`config.mk`:
```
export PLATFORM = sky130hd
export DESIGN_NAME = rgbw_color_classifier_flat
export DESIGN_NICKNAME = d
export VERILOG_FILES = /design/src/rtl/rgbw_pkg.sv /design/src/rtl/rgbw_sample_if.sv /design/src/rtl/rgbw_class_if.sv /design/src/rtl/rgbw_color_classifier.sv /design/src/rtl/rgbw_cfg_regs.sv /design/src/rtl/rgbw_scale_stage.sv /design/src/rtl/rgbw_axis_stage.sv /design/src/rtl/rgbw_class_stage.sv /design/src/flat_wrapper.sv
export VERILOG_INCLUDE_DIRS = /design/src /design/src/rtl
export SDC_FILE = /design/constraint.sdc
export NUM_CORES = 2
export LEC_CHECK = 0
export BUFFER_PORTS_ARGS = -buffer_cell sky130_fd_sc_hd__buf_2
export CAP_MARGIN = 30
export CORE_ASPECT_RATIO = 1.25
export CORE_MARGIN = 1
export CORE_UTILIZATION = 60
export CTS_BUF_LIST = sky130_fd_sc_hd__clkbuf_2 sky130_fd_sc_hd__clkbuf_4 sky130_fd_sc_hd__clkbuf_8
export CTS_CLUSTER_DIAMETER = 30
export DETAILED_ROUTE_END_ITERATION = 8
export GPL_TIMING_DRIVEN = 0
export MAX_ROUTING_LAYER = met4
export PLACE_DENSITY = 0.77
export REMOVE_ABC_BUFFERS = 1
export SLEW_MARGIN = 20
export SYNTH_ARGS = -nofsm -noshare
export SYNTH_HDL_FRONTEND = slang
export SYNTH_HIERARCHICAL = 1
export SYNTH_SLANG_ARGS = --single-unit
```
`constraint.sdc`:
```
create_clock -name clk -period 15.9 [get_ports clk]
set_input_delay 2.385 -clock clk [delete_from_list [all_inputs] [get_ports clk]]
set_output_delay 2.385 -clock clk [all_outputs]
set_load 0.02 [all_outputs]
```
`src/rtl/rgbw_color_classifier_defines.svh`:
```
// Assertion macros for the RGBW color classifier.
// Included by the top level; expects clk and rst_n in scope.
`ifndef RGBW_COLOR_CLASSIFIER_DEFINES_SVH
`define RGBW_COLOR_CLASSIFIER_DEFINES_SVH

// Check that cons holds in the same cycle as ante.
`define RGBW_ASSERT_SAME(lbl, ante, cons, msg) \
    lbl: assert property (@(posedge clk) disable iff (!rst_n) (ante) |-> (cons)) \
        else $error(msg);

// Check that cons holds in the cycle after ante.
`define RGBW_ASSERT_NEXT(lbl, ante, cons, msg) \
    lbl: assert property (@(posedge clk) disable iff (!rst_n) (ante) |=> (cons)) \
        else $error(msg);

`endif

```
`src/rtl/rgbw_pkg.sv`:
```
// Shared types and constants for the RGBW color classifier.
// No dependencies; used by every other file of the block but the assertion macros.
package rgbw_pkg;

    // Default right shift applied after the gain multiply (Q10 gains)
    localparam int unsigned GAIN_SHIFT_DEF = 10;

    // Field widths
    localparam int unsigned CNT_W   = 16;
    localparam int unsigned GAIN_W  = 16;
    localparam int unsigned LIM_W   = 12;
    localparam int unsigned PROD_W  = 32;
    localparam int unsigned SUM_W   = CNT_W + 2;
    localparam int unsigned NUM_W   = CNT_W + 12;
    localparam int unsigned AXIS_W  = CNT_W + 3;
    localparam int unsigned MAG_W   = AXIS_W - 1;
    localparam int unsigned THR_W   = LIM_W + 1;
    localparam int unsigned SPROD_W = SUM_W + THR_W;
    localparam int unsigned CLS_W   = 3;

    // Inverse saturation scale (3 * 1024)
    localparam int unsigned INV_SAT_SCALE = 3072;

    // APB register file
    localparam int unsigned DATA_W = 32;
    localparam int unsigned ADDR_W = 5;
    localparam int unsigned IDX_W  = ADDR_W - 2;

    localparam logic [IDX_W-1:0] REG_SENSOR_PRESENT = 3'd0;
    localparam logic [IDX_W-1:0] REG_WHITE_THRESH   = 3'd1;
    localparam logic [IDX_W-1:0] REG_RED_GAIN       = 3'd2;
    localparam logic [IDX_W-1:0] REG_GREEN_GAIN     = 3'd3;
    localparam logic [IDX_W-1:0] REG_BLUE_GAIN      = 3'd4;
    localparam logic [IDX_W-1:0] REG_SAT_LIMIT      = 3'd5;

    // Color class codes
    localparam logic [CLS_W-1:0] CLS_BLACK   = 3'd0;
    localparam logic [CLS_W-1:0] CLS_WHITE   = 3'd1;
    localparam logic [CLS_W-1:0] CLS_RED     = 3'd2;
    localparam logic [CLS_W-1:0] CLS_YELLOW  = 3'd3;
    localparam logic [CLS_W-1:0] CLS_GREEN   = 3'd4;
    localparam logic [CLS_W-1:0] CLS_CYAN    = 3'd5;
    localparam logic [CLS_W-1:0] CLS_BLUE    = 3'd6;
    localparam logic [CLS_W-1:0] CLS_MAGENTA = 3'd7;

    // Configuration as seen by the datapath
    typedef struct packed {
        logic              sensor_present;
        logic [CNT_W-1:0]  white_threshold;
        logic [GAIN_W-1:0] red_gain;
        logic [GAIN_W-1:0] green_gain;
        logic [GAIN_W-1:0] blue_gain;
        logic [LIM_W-1:0]  saturation_limit;
    } cfg_t;

    // Stage 1 to stage 2: scaled colors
    typedef struct packed {
        logic             black;
        logic [CNT_W-1:0] sr;
        logic [CNT_W-1:0] sg;
        logic [CNT_W-1:0] sb;
    } scaled_t;

    // Stage 2 to stage 3: saturation terms and hue axes
    typedef struct packed {
        logic                     black;
        logic                     sum_nz;
        logic [SUM_W-1:0]         sum;
        logic [NUM_W-1:0]         num;
        logic signed [AXIS_W-1:0] hx;
        logic signed [AXIS_W-1:0] hy;
    } axis_t;

endpackage

```
`src/rtl/rgbw_sample_if.sv`:
```
// Input channel carrying one RGBW reading per transaction.
// Depends on rgbw_pkg for field widths.
interface rgbw_sample_if;
    logic                       valid;
    logic                       ready;
    logic [rgbw_pkg::CNT_W-1:0] white_count;
    logic [rgbw_pkg::CNT_W-1:0] red_count;
    logic [rgbw_pkg::CNT_W-1:0] green_count;
    logic [rgbw_pkg::CNT_W-1:0] blue_count;

    modport source (output valid, white_count, red_count, green_count, blue_count,
                    input ready);
    modport sink (input valid, white_count, red_count, green_count, blue_count,
                  output ready);
endinterface

```
`src/rtl/rgbw_class_if.sv`:
```
// Output channel carrying one color class per transaction.
// Depends on rgbw_pkg for the class width.
interface rgbw_class_if;
    logic                       valid;
    logic                       ready;
    logic [rgbw_pkg::CLS_W-1:0] color_class;

    modport source (output valid, color_class, input ready);
    modport sink (input valid, color_class, output ready);
endinterface

```
`src/rtl/rgbw_color_classifier.sv`:
```
// Top level of the RGBW color classifier: config registers and pipeline.
// Depends on rgbw_pkg, the channel interfaces, the stage modules and
// rgbw_color_classifier_defines.svh.
//
// Usage:
//   sample carries one reading (white, red, green, blue counts) per
//   transaction; result returns one color class for each reading, in order.
//   Both use valid/ready; a transaction moves when both are high.
//   The APB port sets presence, white threshold, three gains and the
//   saturation limit; write it only while no reading is in flight.
// Timing:
//   Four register stages (gain multiply, sum/axes, threshold multiply and
//   hue, compare and output). One reading is accepted every cycle while
//   result is taken.
// Reset:
//   rst_n clears all stage valid bits and loads the register defaults.
// Stall:
//   Each stage holds while the one after it is full and stalled; empty
//   stages keep filling, so up to four readings sit in the pipe before
//   sample.ready drops. Nothing is dropped or repeated.
`include "rgbw_color_classifier_defines.svh"

module rgbw_color_classifier #(
    parameter int unsigned GAIN_SHIFT = rgbw_pkg::GAIN_SHIFT_DEF
) (
    input  logic                        clk,
    input  logic                        rst_n,
    rgbw_sample_if.sink                 sample,
    rgbw_class_if.source                result,
    input  logic                        psel,
    input  logic                        penable,
    input  logic                        pwrite,
    input  logic [rgbw_pkg::ADDR_W-1:0] paddr,
    input  logic [rgbw_pkg::DATA_W-1:0] pwdata,
    output logic [rgbw_pkg::DATA_W-1:0] prdata,
    output logic                        pready
);
    import rgbw_pkg::*;

    cfg_t    cfg;
    scaled_t s1_data;
    axis_t   s2_data;
    logic    s1_valid;
    logic    s1_ready;
    logic    s2_valid;
    logic    s2_ready;
    logic    full_stall;
    logic    s1_moves;

    // Configuration registers
    rgbw_cfg_regs u_cfg (
        .clk     (clk),
        .rst_n   (rst_n),
        .psel    (psel),
        .penable (penable),
        .pwrite  (pwrite),
        .paddr   (paddr),
        .pwdata  (pwdata),
        .prdata  (prdata),
        .pready  (pready),
        .cfg     (cfg)
    );

    // Stage 1: gains and black test
    rgbw_scale_stage #(
        .GAIN_SHIFT (GAIN_SHIFT)
    ) u_scale (
        .clk         (clk),
        .rst_n       (rst_n),
        .in_valid    (sample.valid),
        .in_ready    (sample.ready),
        .white_count (sample.white_count),
        .red_count   (sample.red_count),
        .green_count (sample.green_count),
        .blue_count  (sample.blue_count),
        .cfg         (cfg),
        .out_valid   (s1_valid),
        .out_ready   (s1_ready),
        .out_data    (s1_data)
    );

    // Stage 2: min, sum, axes
    rgbw_axis_stage u_axis (
        .clk       (clk),
        .rst_n     (rst_n),
        .in_valid  (s1_valid),
        .in_ready  (s1_ready),
        .in_data   (s1_data),
        .out_valid (s2_valid),
        .out_ready (s2_ready),
        .out_data  (s2_data)
    );

    // Stages 3 and 4: threshold, hue, output register
    rgbw_class_stage u_class (
        .clk              (clk),
        .rst_n            (rst_n),
        .in_valid         (s2_valid),
        .in_ready         (s2_ready),
        .in_data          (s2_data),
        .saturation_limit (cfg.saturation_limit),
        .out_valid        (result.valid),
        .out_ready        (result.ready),
        .color_class      (result.color_class)
    );

    // Every stage full with the output stalled; stage 1 handing its item on
    assign full_stall = result.valid && !result.ready && s1_valid && s2_valid && !s2_ready;
    assign s1_moves   = s1_valid && s1_ready;

    // An empty output stage always lets a new reading in
    `RGBW_ASSERT_SAME(a_empty_accepts, !result.valid, sample.ready, "input blocked, output empty")

    // Backpressure only stops intake once every stage is full
    `RGBW_ASSERT_SAME(a_full_stalls, full_stall, !sample.ready, "input open with full pipeline")

    // A stage that holds an item with a free successor must move
    `RGBW_ASSERT_NEXT(a_stage_moves, s1_moves, s2_valid, "stage 1 item lost")

endmodule

```
`src/rtl/rgbw_cfg_regs.sv`:
```
// APB configuration registers for the RGBW color classifier.
// Depends on rgbw_pkg for the register map and cfg_t.
module rgbw_cfg_regs (
    input  logic                        clk,
    input  logic                        rst_n,
    input  logic                        psel,
    input  logic                        penable,
    input  logic                        pwrite,
    input  logic [rgbw_pkg::ADDR_W-1:0] paddr,
    input  logic [rgbw_pkg::DATA_W-1:0] pwdata,
    output logic [rgbw_pkg::DATA_W-1:0] prdata,
    output logic                        pready,
    output rgbw_pkg::cfg_t              cfg
);
    import rgbw_pkg::*;

    cfg_t             cfg_reg;
    cfg_t             cfg_next;
    logic [IDX_W-1:0] idx;
    logic             wr_en;

    assign idx    = paddr[ADDR_W-1:2];
    assign wr_en  = psel && penable && pwrite;
    assign pready = 1'b1;
    assign cfg    = cfg_reg;

    // Decode the write into the addressed field
    always_comb
    begin
        cfg_next = cfg_reg;
        if (wr_en)
        begin
            case (idx)
                REG_SENSOR_PRESENT: cfg_next.sensor_present   = pwdata[0];
                REG_WHITE_THRESH:   cfg_next.white_threshold  = pwdata[CNT_W-1:0];
                REG_RED_GAIN:       cfg_next.red_gain         = pwdata[GAIN_W-1:0];
                REG_GREEN_GAIN:     cfg_next.green_gain       = pwdata[GAIN_W-1:0];
                REG_BLUE_GAIN:      cfg_next.blue_gain        = pwdata[GAIN_W-1:0];
                REG_SAT_LIMIT:      cfg_next.saturation_limit = pwdata[LIM_W-1:0];
                default:            cfg_next = cfg_reg;
            endcase
        end
    end

    // Hold the registers; reset to unity gains and default limits
    always_ff @(posedge clk or negedge rst_n)
    begin
        if (!rst_n)
        begin
            cfg_reg.sensor_present   <= 1'b1;
            cfg_reg.white_threshold  <= '0;
            cfg_reg.red_gain         <= GAIN_W'(1024);
            cfg_reg.green_gain       <= GAIN_W'(1024);
            cfg_reg.blue_gain        <= GAIN_W'(1024);
            cfg_reg.saturation_limit <= LIM_W'(512);
        end
        else
        begin
            cfg_reg <= cfg_next;
        end
    end

    // Read back the addressed register
    always_comb
    begin
        case (idx)
            REG_SENSOR_PRESENT: prdata = DATA_W'(cfg_reg.sensor_present);
            REG_WHITE_THRESH:   prdata = DATA_W'(cfg_reg.white_threshold);
            REG_RED_GAIN:       prdata = DATA_W'(cfg_reg.red_gain);
            REG_GREEN_GAIN:     prdata = DATA_W'(cfg_reg.green_gain);
            REG_BLUE_GAIN:      prdata = DATA_W'(cfg_reg.blue_gain);
            REG_SAT_LIMIT:      prdata = DATA_W'(cfg_reg.saturation_limit);
            default:            prdata = '0;
        endcase
    end

endmodule

```
`src/rtl/rgbw_scale_stage.sv`:
```
// Pipeline stage 1: gain multiply per color and the black test.
// Depends on rgbw_pkg for cfg_t and scaled_t.
module rgbw_scale_stage #(
    parameter int unsigned GAIN_SHIFT = rgbw_pkg::GAIN_SHIFT_DEF
) (
    input  logic                       clk,
    input  logic                       rst_n,
    input  logic                       in_valid,
    output logic                       in_ready,
    input  logic [rgbw_pkg::CNT_W-1:0] white_count,
    input  logic [rgbw_pkg::CNT_W-1:0] red_count,
    input  logic [rgbw_pkg::CNT_W-1:0] green_count,
    input  logic [rgbw_pkg::CNT_W-1:0] blue_count,
    input  rgbw_pkg::cfg_t             cfg,
    output logic                       out_valid,
    input  logic                       out_ready,
    output rgbw_pkg::scaled_t          out_data
);
    import rgbw_pkg::*;

    logic              valid_reg;
    scaled_t           data_reg;
    scaled_t           data_next;
    logic [PROD_W-1:0] prod_r;
    logic [PROD_W-1:0] prod_g;
    logic [PROD_W-1:0] prod_b;

    assign in_ready  = !valid_reg || out_ready;
    assign out_valid = valid_reg;
    assign out_data  = data_reg;

    // Full 32-bit products, shifted down then wrapped to 16 bits
    always_comb
    begin
        prod_r = PROD_W'(red_count) * PROD_W'(cfg.red_gain);
        prod_g = PROD_W'(green_count) * PROD_W'(cfg.green_gain);
        prod_b = PROD_W'(blue_count) * PROD_W'(cfg.blue_gain);
        data_next.sr    = CNT_W'(prod_r >> GAIN_SHIFT);
        data_next.sg    = CNT_W'(prod_g >> GAIN_SHIFT);
        data_next.sb    = CNT_W'(prod_b >> GAIN_SHIFT);
        data_next.black = !cfg.sensor_present || (white_count < cfg.white_threshold);
    end

    // Advance the valid bit whenever the stage can move
    always_ff @(posedge clk or negedge rst_n)
    begin
        if (!rst_n)
        begin
            valid_reg <= 1'b0;
        end
        else if (in_ready)
        begin
            valid_reg <= in_valid;
        end
    end

    // Load payload on an accepted transaction
    always_ff @(posedge clk)
    begin
        if (in_valid && in_ready)
        begin
            data_reg <= data_next;
        end
    end

endmodule

```
`src/rtl/rgbw_axis_stage.sv`:
```
// Pipeline stage 2: minimum, color sum, saturation numerator, hue axes.
// Depends on rgbw_pkg for scaled_t and axis_t.
module rgbw_axis_stage (
    input  logic              clk,
    input  logic              rst_n,
    input  logic              in_valid,
    output logic              in_ready,
    input  rgbw_pkg::scaled_t in_data,
    output logic              out_valid,
    input  logic              out_ready,
    output rgbw_pkg::axis_t   out_data
);
    import rgbw_pkg::*;

    logic              valid_reg;
    axis_t             data_reg;
    axis_t             data_next;
    logic [CNT_W-1:0]  mn;
    logic [AXIS_W-1:0] gb_diff;

    assign in_ready  = !valid_reg || out_ready;
    assign out_valid = valid_reg;
    assign out_data  = data_reg;

    // Form the saturation terms and the two hue axes
    always_comb
    begin
        mn = in_data.sr;
        if (in_data.sg < mn)
        begin
            mn = in_data.sg;
        end
        if (in_data.sb < mn)
        begin
            mn = in_data.sb;
        end
        data_next.black  = in_data.black;
        data_next.sum    = SUM_W'(in_data.sr) + SUM_W'(in_data.sg) + SUM_W'(in_data.sb);
        data_next.sum_nz = (data_next.sum != '0);
        data_next.num    = NUM_W'(mn) * NUM_W'(INV_SAT_SCALE);
        // X = 2R - G - B, Y = 3(G - B)
        data_next.hx = $signed(AXIS_W'({in_data.sr, 1'b0}) - AXIS_W'(in_data.sg)
                       - AXIS_W'(in_data.sb));
        gb_diff      = AXIS_W'(in_data.sg) - AXIS_W'(in_data.sb);
        data_next.hy = $signed(gb_diff + {gb_diff[AXIS_W-2:0], 1'b0});
    end

    always_ff @(posedge clk or negedge rst_n)
    begin
        if (!rst_n)
        begin
            valid_reg <= 1'b0;
        end
        else if (in_ready)
        begin
            valid_reg <= in_valid;
        end
    end

    always_ff @(posedge clk)
    begin
        if (in_valid && in_ready)
        begin
            data_reg <= data_next;
        end
    end

endmodule

```
`src/rtl/rgbw_class_stage.sv`:
```
// Pipeline stages 3 and 4: hue pick, saturation threshold, final class.
// Depends on rgbw_pkg for axis_t, cfg_t and class codes.
module rgbw_class_stage (
    input  logic                       clk,
    input  logic                       rst_n,
    input  logic                       in_valid,
    output logic                       in_ready,
    input  rgbw_pkg::axis_t            in_data,
    input  logic [rgbw_pkg::LIM_W-1:0] saturation_limit,
    output logic                       out_valid,
    input  logic                       out_ready,
    output logic [rgbw_pkg::CLS_W-1:0] color_class
);
    import rgbw_pkg::*;

    // Stage 3 registers
    logic               v3_reg;
    logic               black3_reg;
    logic               sum_nz3_reg;
    logic [NUM_W-1:0]   num3_reg;
    logic [SPROD_W-1:0] thr3_reg;
    logic [CLS_W-1:0]   hue3_reg;
    logic [SPROD_W-1:0] thr3_next;
    logic [CLS_W-1:0]   hue3_next;
    logic [MAG_W-1:0]   mag_x;
    logic [MAG_W-1:0]   mag_y;
    logic               rdy3;

    // Stage 4 (output) registers
    logic               v4_reg;
    logic [CLS_W-1:0]   cls4_reg;
    logic [CLS_W-1:0]   cls4_next;
    logic               rdy4;
    logic               is_white;

    assign rdy4     = !v4_reg || out_ready;
    assign rdy3     = !v3_reg || rdy4;
    assign in_ready = rdy3;

    assign out_valid   = v4_reg;
    assign color_class = cls4_reg;

    // Hue from axis magnitudes and signs; threshold (limit + 1) * sum
    always_comb
    begin
        mag_x = in_data.hx[AXIS_W-1] ? MAG_W'(-in_data.hx) : MAG_W'(in_data.hx);
        mag_y = in_data.hy[AXIS_W-1] ? MAG_W'(-in_data.hy) : MAG_W'(in_data.hy);
        if (mag_x > mag_y)
        begin
            hue3_next = in_data.hx[AXIS_W-1] ? CLS_CYAN : CLS_RED;
        end
        else if (in_data.hx[AXIS_W-1])
        begin
            hue3_next = in_data.hy[AXIS_W-1] ? CLS_BLUE : CLS_GREEN;
        end
        else
        begin
            hue3_next = in_data.hy[AXIS_W-1] ? CLS_MAGENTA : CLS_YELLOW;
        end
        thr3_next = SPROD_W'(in_data.sum) * SPROD_W'(THR_W'(saturation_limit) + THR_W'(1));
    end

    always_ff @(posedge clk or negedge rst_n)
    begin
        if (!rst_n)
        begin
            v3_reg <= 1'b0;
        end
        else if (rdy3)
        begin
            v3_reg <= in_valid;
        end
    end

    always_ff @(posedge clk)
    begin
        if (in_valid && rdy3)
        begin
            black3_reg  <= in_data.black;
            sum_nz3_reg <= in_data.sum_nz;
            num3_reg    <= in_data.num;
            thr3_reg    <= thr3_next;
            hue3_reg    <= hue3_next;
        end
    end

    // Quotient exceeds the limit exactly when num >= (limit + 1) * sum
    always_comb
    begin
        is_white = sum_nz3_reg && (SPROD_W'(num3_reg) >= thr3_reg);
        if (black3_reg)
        begin
            cls4_next = CLS_BLACK;
        end
        else if (is_white)
        begin
            cls4_next = CLS_WHITE;
        end
        else
        begin
            cls4_next = hue3_reg;
        end
    end

    always_ff @(posedge clk or negedge rst_n)
    begin
        if (!rst_n)
        begin
            v4_reg <= 1'b0;
        end
        else if (rdy4)
        begin
            v4_reg <= v3_reg;
        end
    end

    always_ff @(posedge clk)
    begin
        if (v3_reg && rdy4)
        begin
            cls4_reg <= cls4_next;
        end
    end

endmodule

```
`src/flat_wrapper.sv`:
```
// flat-port wrapper written by rule: the top's interface ports become plain ports
module rgbw_color_classifier_flat import rgbw_pkg::*;
#(
    parameter int unsigned GAIN_SHIFT = rgbw_pkg::GAIN_SHIFT_DEF
)
  (clk, rst_n, psel, penable, pwrite, paddr, pwdata, prdata, pready, sample_valid, sample_white_count, sample_red_count, sample_green_count, sample_blue_count, sample_ready, result_valid, result_color_class, result_ready);
  rgbw_sample_if sample_i ();
  rgbw_class_if result_i ();
  input  logic clk;
  input  logic rst_n;
  input  logic psel;
  input  logic penable;
  input  logic pwrite;
  input  logic [rgbw_pkg::ADDR_W-1:0] paddr;
  input  logic [rgbw_pkg::DATA_W-1:0] pwdata;
  output logic [rgbw_pkg::DATA_W-1:0] prdata;
  output logic pready;
  input wire logic [$bits(sample_i.valid)-1:0] sample_valid;
  input wire logic [$bits(sample_i.white_count)-1:0] sample_white_count;
  input wire logic [$bits(sample_i.red_count)-1:0] sample_red_count;
  input wire logic [$bits(sample_i.green_count)-1:0] sample_green_count;
  input wire logic [$bits(sample_i.blue_count)-1:0] sample_blue_count;
  output wire logic [$bits(sample_i.ready)-1:0] sample_ready;
  output wire logic [$bits(result_i.valid)-1:0] result_valid;
  output wire logic [$bits(result_i.color_class)-1:0] result_color_class;
  input wire logic [$bits(result_i.ready)-1:0] result_ready;
  assign sample_i.valid = sample_valid;
  assign sample_i.white_count = sample_white_count;
  assign sample_i.red_count = sample_red_count;
  assign sample_i.green_count = sample_green_count;
  assign sample_i.blue_count = sample_blue_count;
  assign sample_ready = sample_i.ready;
  assign result_valid = result_i.valid;
  assign result_color_class = result_i.color_class;
  assign result_i.ready = result_ready;
  rgbw_color_classifier #(.GAIN_SHIFT(GAIN_SHIFT)) u_core (.clk(clk), .rst_n(rst_n), .sample(sample_i), .result(result_i), .psel(psel), .penable(penable), .pwrite(pwrite), .paddr(paddr), .pwdata(pwdata), .prdata(prdata), .pready(pready));
endmodule
```
* Word level (Yosys, flattened, before mapping)
Index checks and enable logic that the tools add are counted.
** Word-level totals
- Register bits after elaboration :: 263
- Word-level logic and storage cells :: 88
- Input port bits :: 108
- Output and inout bits :: 38
** Operators by class
- Equal/unequal tests :: 5
- Reduce and logical (&&, ||, !) cells :: 26
- Muxes and demuxes :: 11
- Add/sub/neg operators :: 9
- $mul :: 5
- Order comparisons :: 5
** Operators with widths (count)
- case mux 16 bit (6 select lines) :: 1
- multiplier 16 x 16 -> 26 bit :: 3
- < comparator 16 bit :: 3
- 2-to-1 mux 18 bit :: 2
- negation 18 bit :: 2
- 2-to-1 mux 16 bit :: 2
- >= comparator 28 x 31 -> 1 bit :: 1
- multiplier 18 x 13 -> 31 bit :: 1
- adder 17 x 18 -> 19 bit :: 1
- subtractor 18 x 17 -> 19 bit :: 1
- adder 17 x 16 -> 18 bit :: 1
- > comparator 18 bit :: 1
- multiplier 16 x 2 -> 18 bit (second input constant) :: 1
- nonzero test 18 bit :: 1
- subtractor 17 x 16 -> 18 bit :: 1
- adder 16 x 16 -> 17 bit :: 1
- subtractor 16 x 16 -> 17 bit :: 1
- adder 12 x 1 -> 13 bit (second input constant) :: 1
- 2-to-1 mux 3 bit :: 4
- AND reduction 2 bit :: 6
- logical AND 1 bit :: 7
- equality test 3 x 2 -> 1 bit (second input constant) :: 2
- equality test 3 bit (second input constant) :: 2
- logical NOT 1 bit :: 5
- other kinds (6) :: 10

* Logic depth before layout (Yosys ltp)
- Depth in word-level cells :: 6
- Gate-level depth with buffers :: 38
- Gate-level depth less buffers :: 30

* Cells and area by module
Netlist, hierarchy kept.
** By module, submodules not included
- rgbw_scale_stage :: cells each 2582, times used 1, sequential area each 1496.4 sq um, area an instance 23533.8 sq um
- rgbw_class_stage :: cells each 1288, times used 1, sequential area each 2062.0 sq um, area an instance 11752.5 sq um
- rgbw_axis_stage :: cells each 913, times used 1, sequential area each 2277.2 sq um, area an instance 8231.6 sq um
- rgbw_cfg_regs :: cells each 279, times used 1, sequential area each 1933.1 sq um, area an instance 3774.9 sq um

* Worst setup path after synthesis
Ideal clock, no wire load.
- Kind :: input to register
- From :: in sample_red_count[7]
- To :: reg u_core.u_scale.data_reg (netlist bit u_core/u_scale/out_data[47]), data pin
- Buffers on the path :: 1
- Arrival :: 7670 ps
- Library setup time :: 260 ps
- Setup slack :: 7971 ps
- Cell stages on the path :: 22
- Cells stage by stage :: clkbuf_1 -> nand2_1 -> fa_1 -> inv_1 -> fa_1 -> inv_1 -> fa_1 -> inv_1 -> fa_1 -> fa_1 -> inv_1 -> fa_1 -> inv_1 -> ha_1 -> a21oi_1 -> inv_1 -> a2111oi_0 -> a22o_1 -> o311ai_0 -> a31o_2 -> a21oi_1 -> xnor2_1
** RTL lines
- start: declaration :: RTL line flat_wrapper.sv:20 : input wire logic [$bits(sample_i.red_count)-1:0] sample_red_count;
- end signal: assignment :: RTL line rgbw_scale_stage.sv:62 : data_reg <= data_next;
- end: declaration :: RTL line rgbw_scale_stage.sv:22 : scaled_t data_reg;

==> impl_metrics.tcl <==
set metrics [dict create \
    nNetsFinal 6391 \
    overflow 0 \
    async_flop_share_pct 29.8 \
    grt.total_usage_pct 29.8 \
    grt_pass1_wl_mm 183 \
    grt_pass1_vias 36500 \
    cts.sinks 272 \
    cts.htree.levels 2 \
    crit_path_cell_trace "buf_2 -> nand2_1 -> fa_1 -> inv_1 -> fa_1 -> ha_1 -> fa_1 -> inv_1 -> fa_1 -> inv_1 -> fa_1 -> ha_1 -> a21o_1 -> a221oi_1 -> a22o_1 -> o311ai_0 -> a31o_2 -> a21oi_1 -> xnor2_1" \
    ctsRootBufferMaster "clkbuf_8" \
    drt_iter0_markers 2126 \
    r2r_slack_ns 7.93 \
    fmax_ghz 0.124 \
    r2r-end "u_core/u_axis/out_data[65]" \
    final_antenna_net_count 0 \
    arrival_ns 8.41 \
    core_area_sq_um 77700 \
    yosys.area.top_type "fa_1" \
    drt-wirelength-per-cell_microns 18.1 \
    clock_path_buffers 3 \
    synth_edf_count 191 \
    largest_register_ffs 77 \
    num_vias 34700 \
    synthTopCellsByArea "fa_1, ha_1, edfxtp_1" \
    cpMostUsedCell "fa_1" \
    crit_fanout 16 \
    syn_inst 5062 \
    design.die.area_sq_um 80000 \
    tightest_slew_ns 1.04 \
    start_kind "input port" \
    finalClockSkew_ns 0.0323 \
    hold_end "u_core/u_class/num3_reg[17]" \
    path_clk_slew_ns 0.06 \
    drive_above_1_share_pct 7.54 \
    route.detailed.drc 0 \
    tritoncts "done" \
    io_buffers 110 \
    grt_setup_unrepaired "false" \
    synth_area_sq_um 47300 \
    relSlewSlack_pct 30.9 \
    clk_latency_ns 0.65 \
    place_hpwl_mm 88.0 \
    fin_crit_sh_pct 50.8 \
    cpMaxStageDelayCell "a221oi_1" \
    via_per_inst 5.63 \
    whs_path_depth 0 \
    min_period_ns 8.07 \
    synthFlopType "edfxtp_1" \
    start_util_pct 60.8 \
    slew_viol_final 0 \
    grt_max_degree 61 \
    holdBufCountCts 0 \
    synth_cell_types 99 \
    firstDrtPassIters 5 \
    path_class "input port to register" \
    numCtsBuffers 54 \
    tns_ns 0 \
    rows 114 \
    worstReg2RegStart "u_core/u_scale/out_data[18]" \
    syn_avg_cell_area_sq_um 9.34 \
    io_pins 146 \
    holdCritStartpoint "u_core/u_axis/out_data[55]" \
    rr_worst_depth 26 \
    synth_top_area_share_pct 31.2 \
    crit_required_ns 16.24 \
    ys_warn_count 6 \
    synth-seq-cells 272 \
    max_stage_delay_ns 0.88 \
    endpoint_kind "register" \
    status "finished clean" \
    globalplace.congestion 0.973 \
    hp-class "register to register" \
    postCtsSetupRepairBufs 0 \
    die_h_microns 316 \
    setup_violations 0 \
    wl_mm 112 \
    seq_area_frac_synth_pct 16.4 \
    antenna_found_initial 2 \
    cts.repair.resized 0 \
    die_w_microns 253 \
    area.growth.synth_to_final_pct 5.74 \
    cap_violations 0 \
    final_hold_viol_count 0 \
]
-- stage by stage --
stage                     hold slack, ns  utilization [%]  area [sq um]  instances  setup WS, ns
after global routing               0.424             64.3         50000       6163          7.32
after CTS                          0.417             64.3         50000       6160          7.86
after global placement             0.402             62.1         48300       6042          6.46
final                              0.417             64.3         50000       6163          7.83
after floorplan                    0.400                -         46400       4888          8.16
after detailed placement           0.405             62.6         48600       6059          7.20
-- cell usage after synthesis (all sizes together) (15+ instances only) --
cell       n
nor2     158
inv     1029
nor3      35
nand2b    24
xnor2    165
nand2    672
ha       474
a21oi    158
and3      15
nor2b     41
mux2      93
and2     417
o21a      30
edfxtp   191
clkbuf   147
fa       737
a21o      47
o21ai    129
o31ai     17
a221oi    18
buf       51
nand3     40
a21boi    25
dfrtp     76
mux2i     28
xor2      54
-- worst max path at each step --
stage | startpoint | to
after detailed placement | sample_red_count[6] | u_core/u_scale/out_data[47]
after global routing | u_core/u_scale/out_data[18] | u_core/u_axis/out_data[63]
final | sample_red_count[6] | u_core/u_scale/out_data[47]
after CTS | sample_red_count[6] | u_core/u_scale/out_data[47]
after floorplan | u_core/u_scale/out_data[34] | u_core/u_axis/out_data[65]
after global placement | u_core/u_scale/out_data[18] | u_core/u_axis/out_data[65]
-- metal layers --
| metal | vias to the layer above | track usage, % | share of wire (%) |
|---|---|---|---|
| li1 | 15800 | - | - |
| met1 | 17400 | 36.0 | 40 |
| met2 | 1203 | 50.6 | 50 |
| met3 | 258 | 3.76 | 5.7 |
| met4 | 0 | 12.2 | 4.2 |
| met5 | - | - | 0 |
-- critical path: cells and delay by family --
kind | cells | cell delay, ns
XOR/XNOR | 1 | 0.15
AND/OR/NAND/NOR | 1 | 0.14
adder cells (fa/ha/maj) | 7 | 3.05
AO/OA/AOI/OAI | 6 | 2.18
buffers and inverters | 4 | 0.50
-- final cells by class --
cell class                 instances  area [sq um]
fill                            6332         27700
tap                             1044          1310
inverter                        1029          3860
timing repair buffer             128           811
clock inverter                    39           528
multi-input combinational       3587         34900
clock buffer                      62           822
antenna                            2          5.00
sequential                       272          7770
-- cell usage in the layout, fill, tap and decap left out, types with 22 or more instances in the layout --
cell	count
buf_2	109
nand2_1	672
edfxtp_1	191
dfrtp_1	76
ha_1	474
nor2b_1	40
nor2_1	156
a21o_1	46
a21oi_1	155
xnor2_1	157
xor2_1	52
fa_1	737
and2_1	414
conb_1	27
inv_1	1029
nor3_1	32
a21boi_0	22
clkbuf_8	57
mux2i_1	28
o21ai_0	120
nand3_1	40
mux2_2	92
nand2b_1	24
o21a_1	30
-- cell families (layout without fill, tap and decap cells) --
group	Yosys count	in the layout	share of synthesized area [%]
AND/OR/NAND/NOR	1475	1475	15.2
multiplexers	122	122	2.86
buffers and inverters	1227	1258	10.2
AO/OA/AOI/OAI	532	532	7.48
adder cells (fa/ha/maj)	1212	1212	43.8
XOR/XNOR	219	219	4.06
other	3	29	0.0238
flip-flops	272	272	16.4
Power is not shown: default switching activity piles up to over one toggle a cycle in this logic, so the estimate is an artifact.
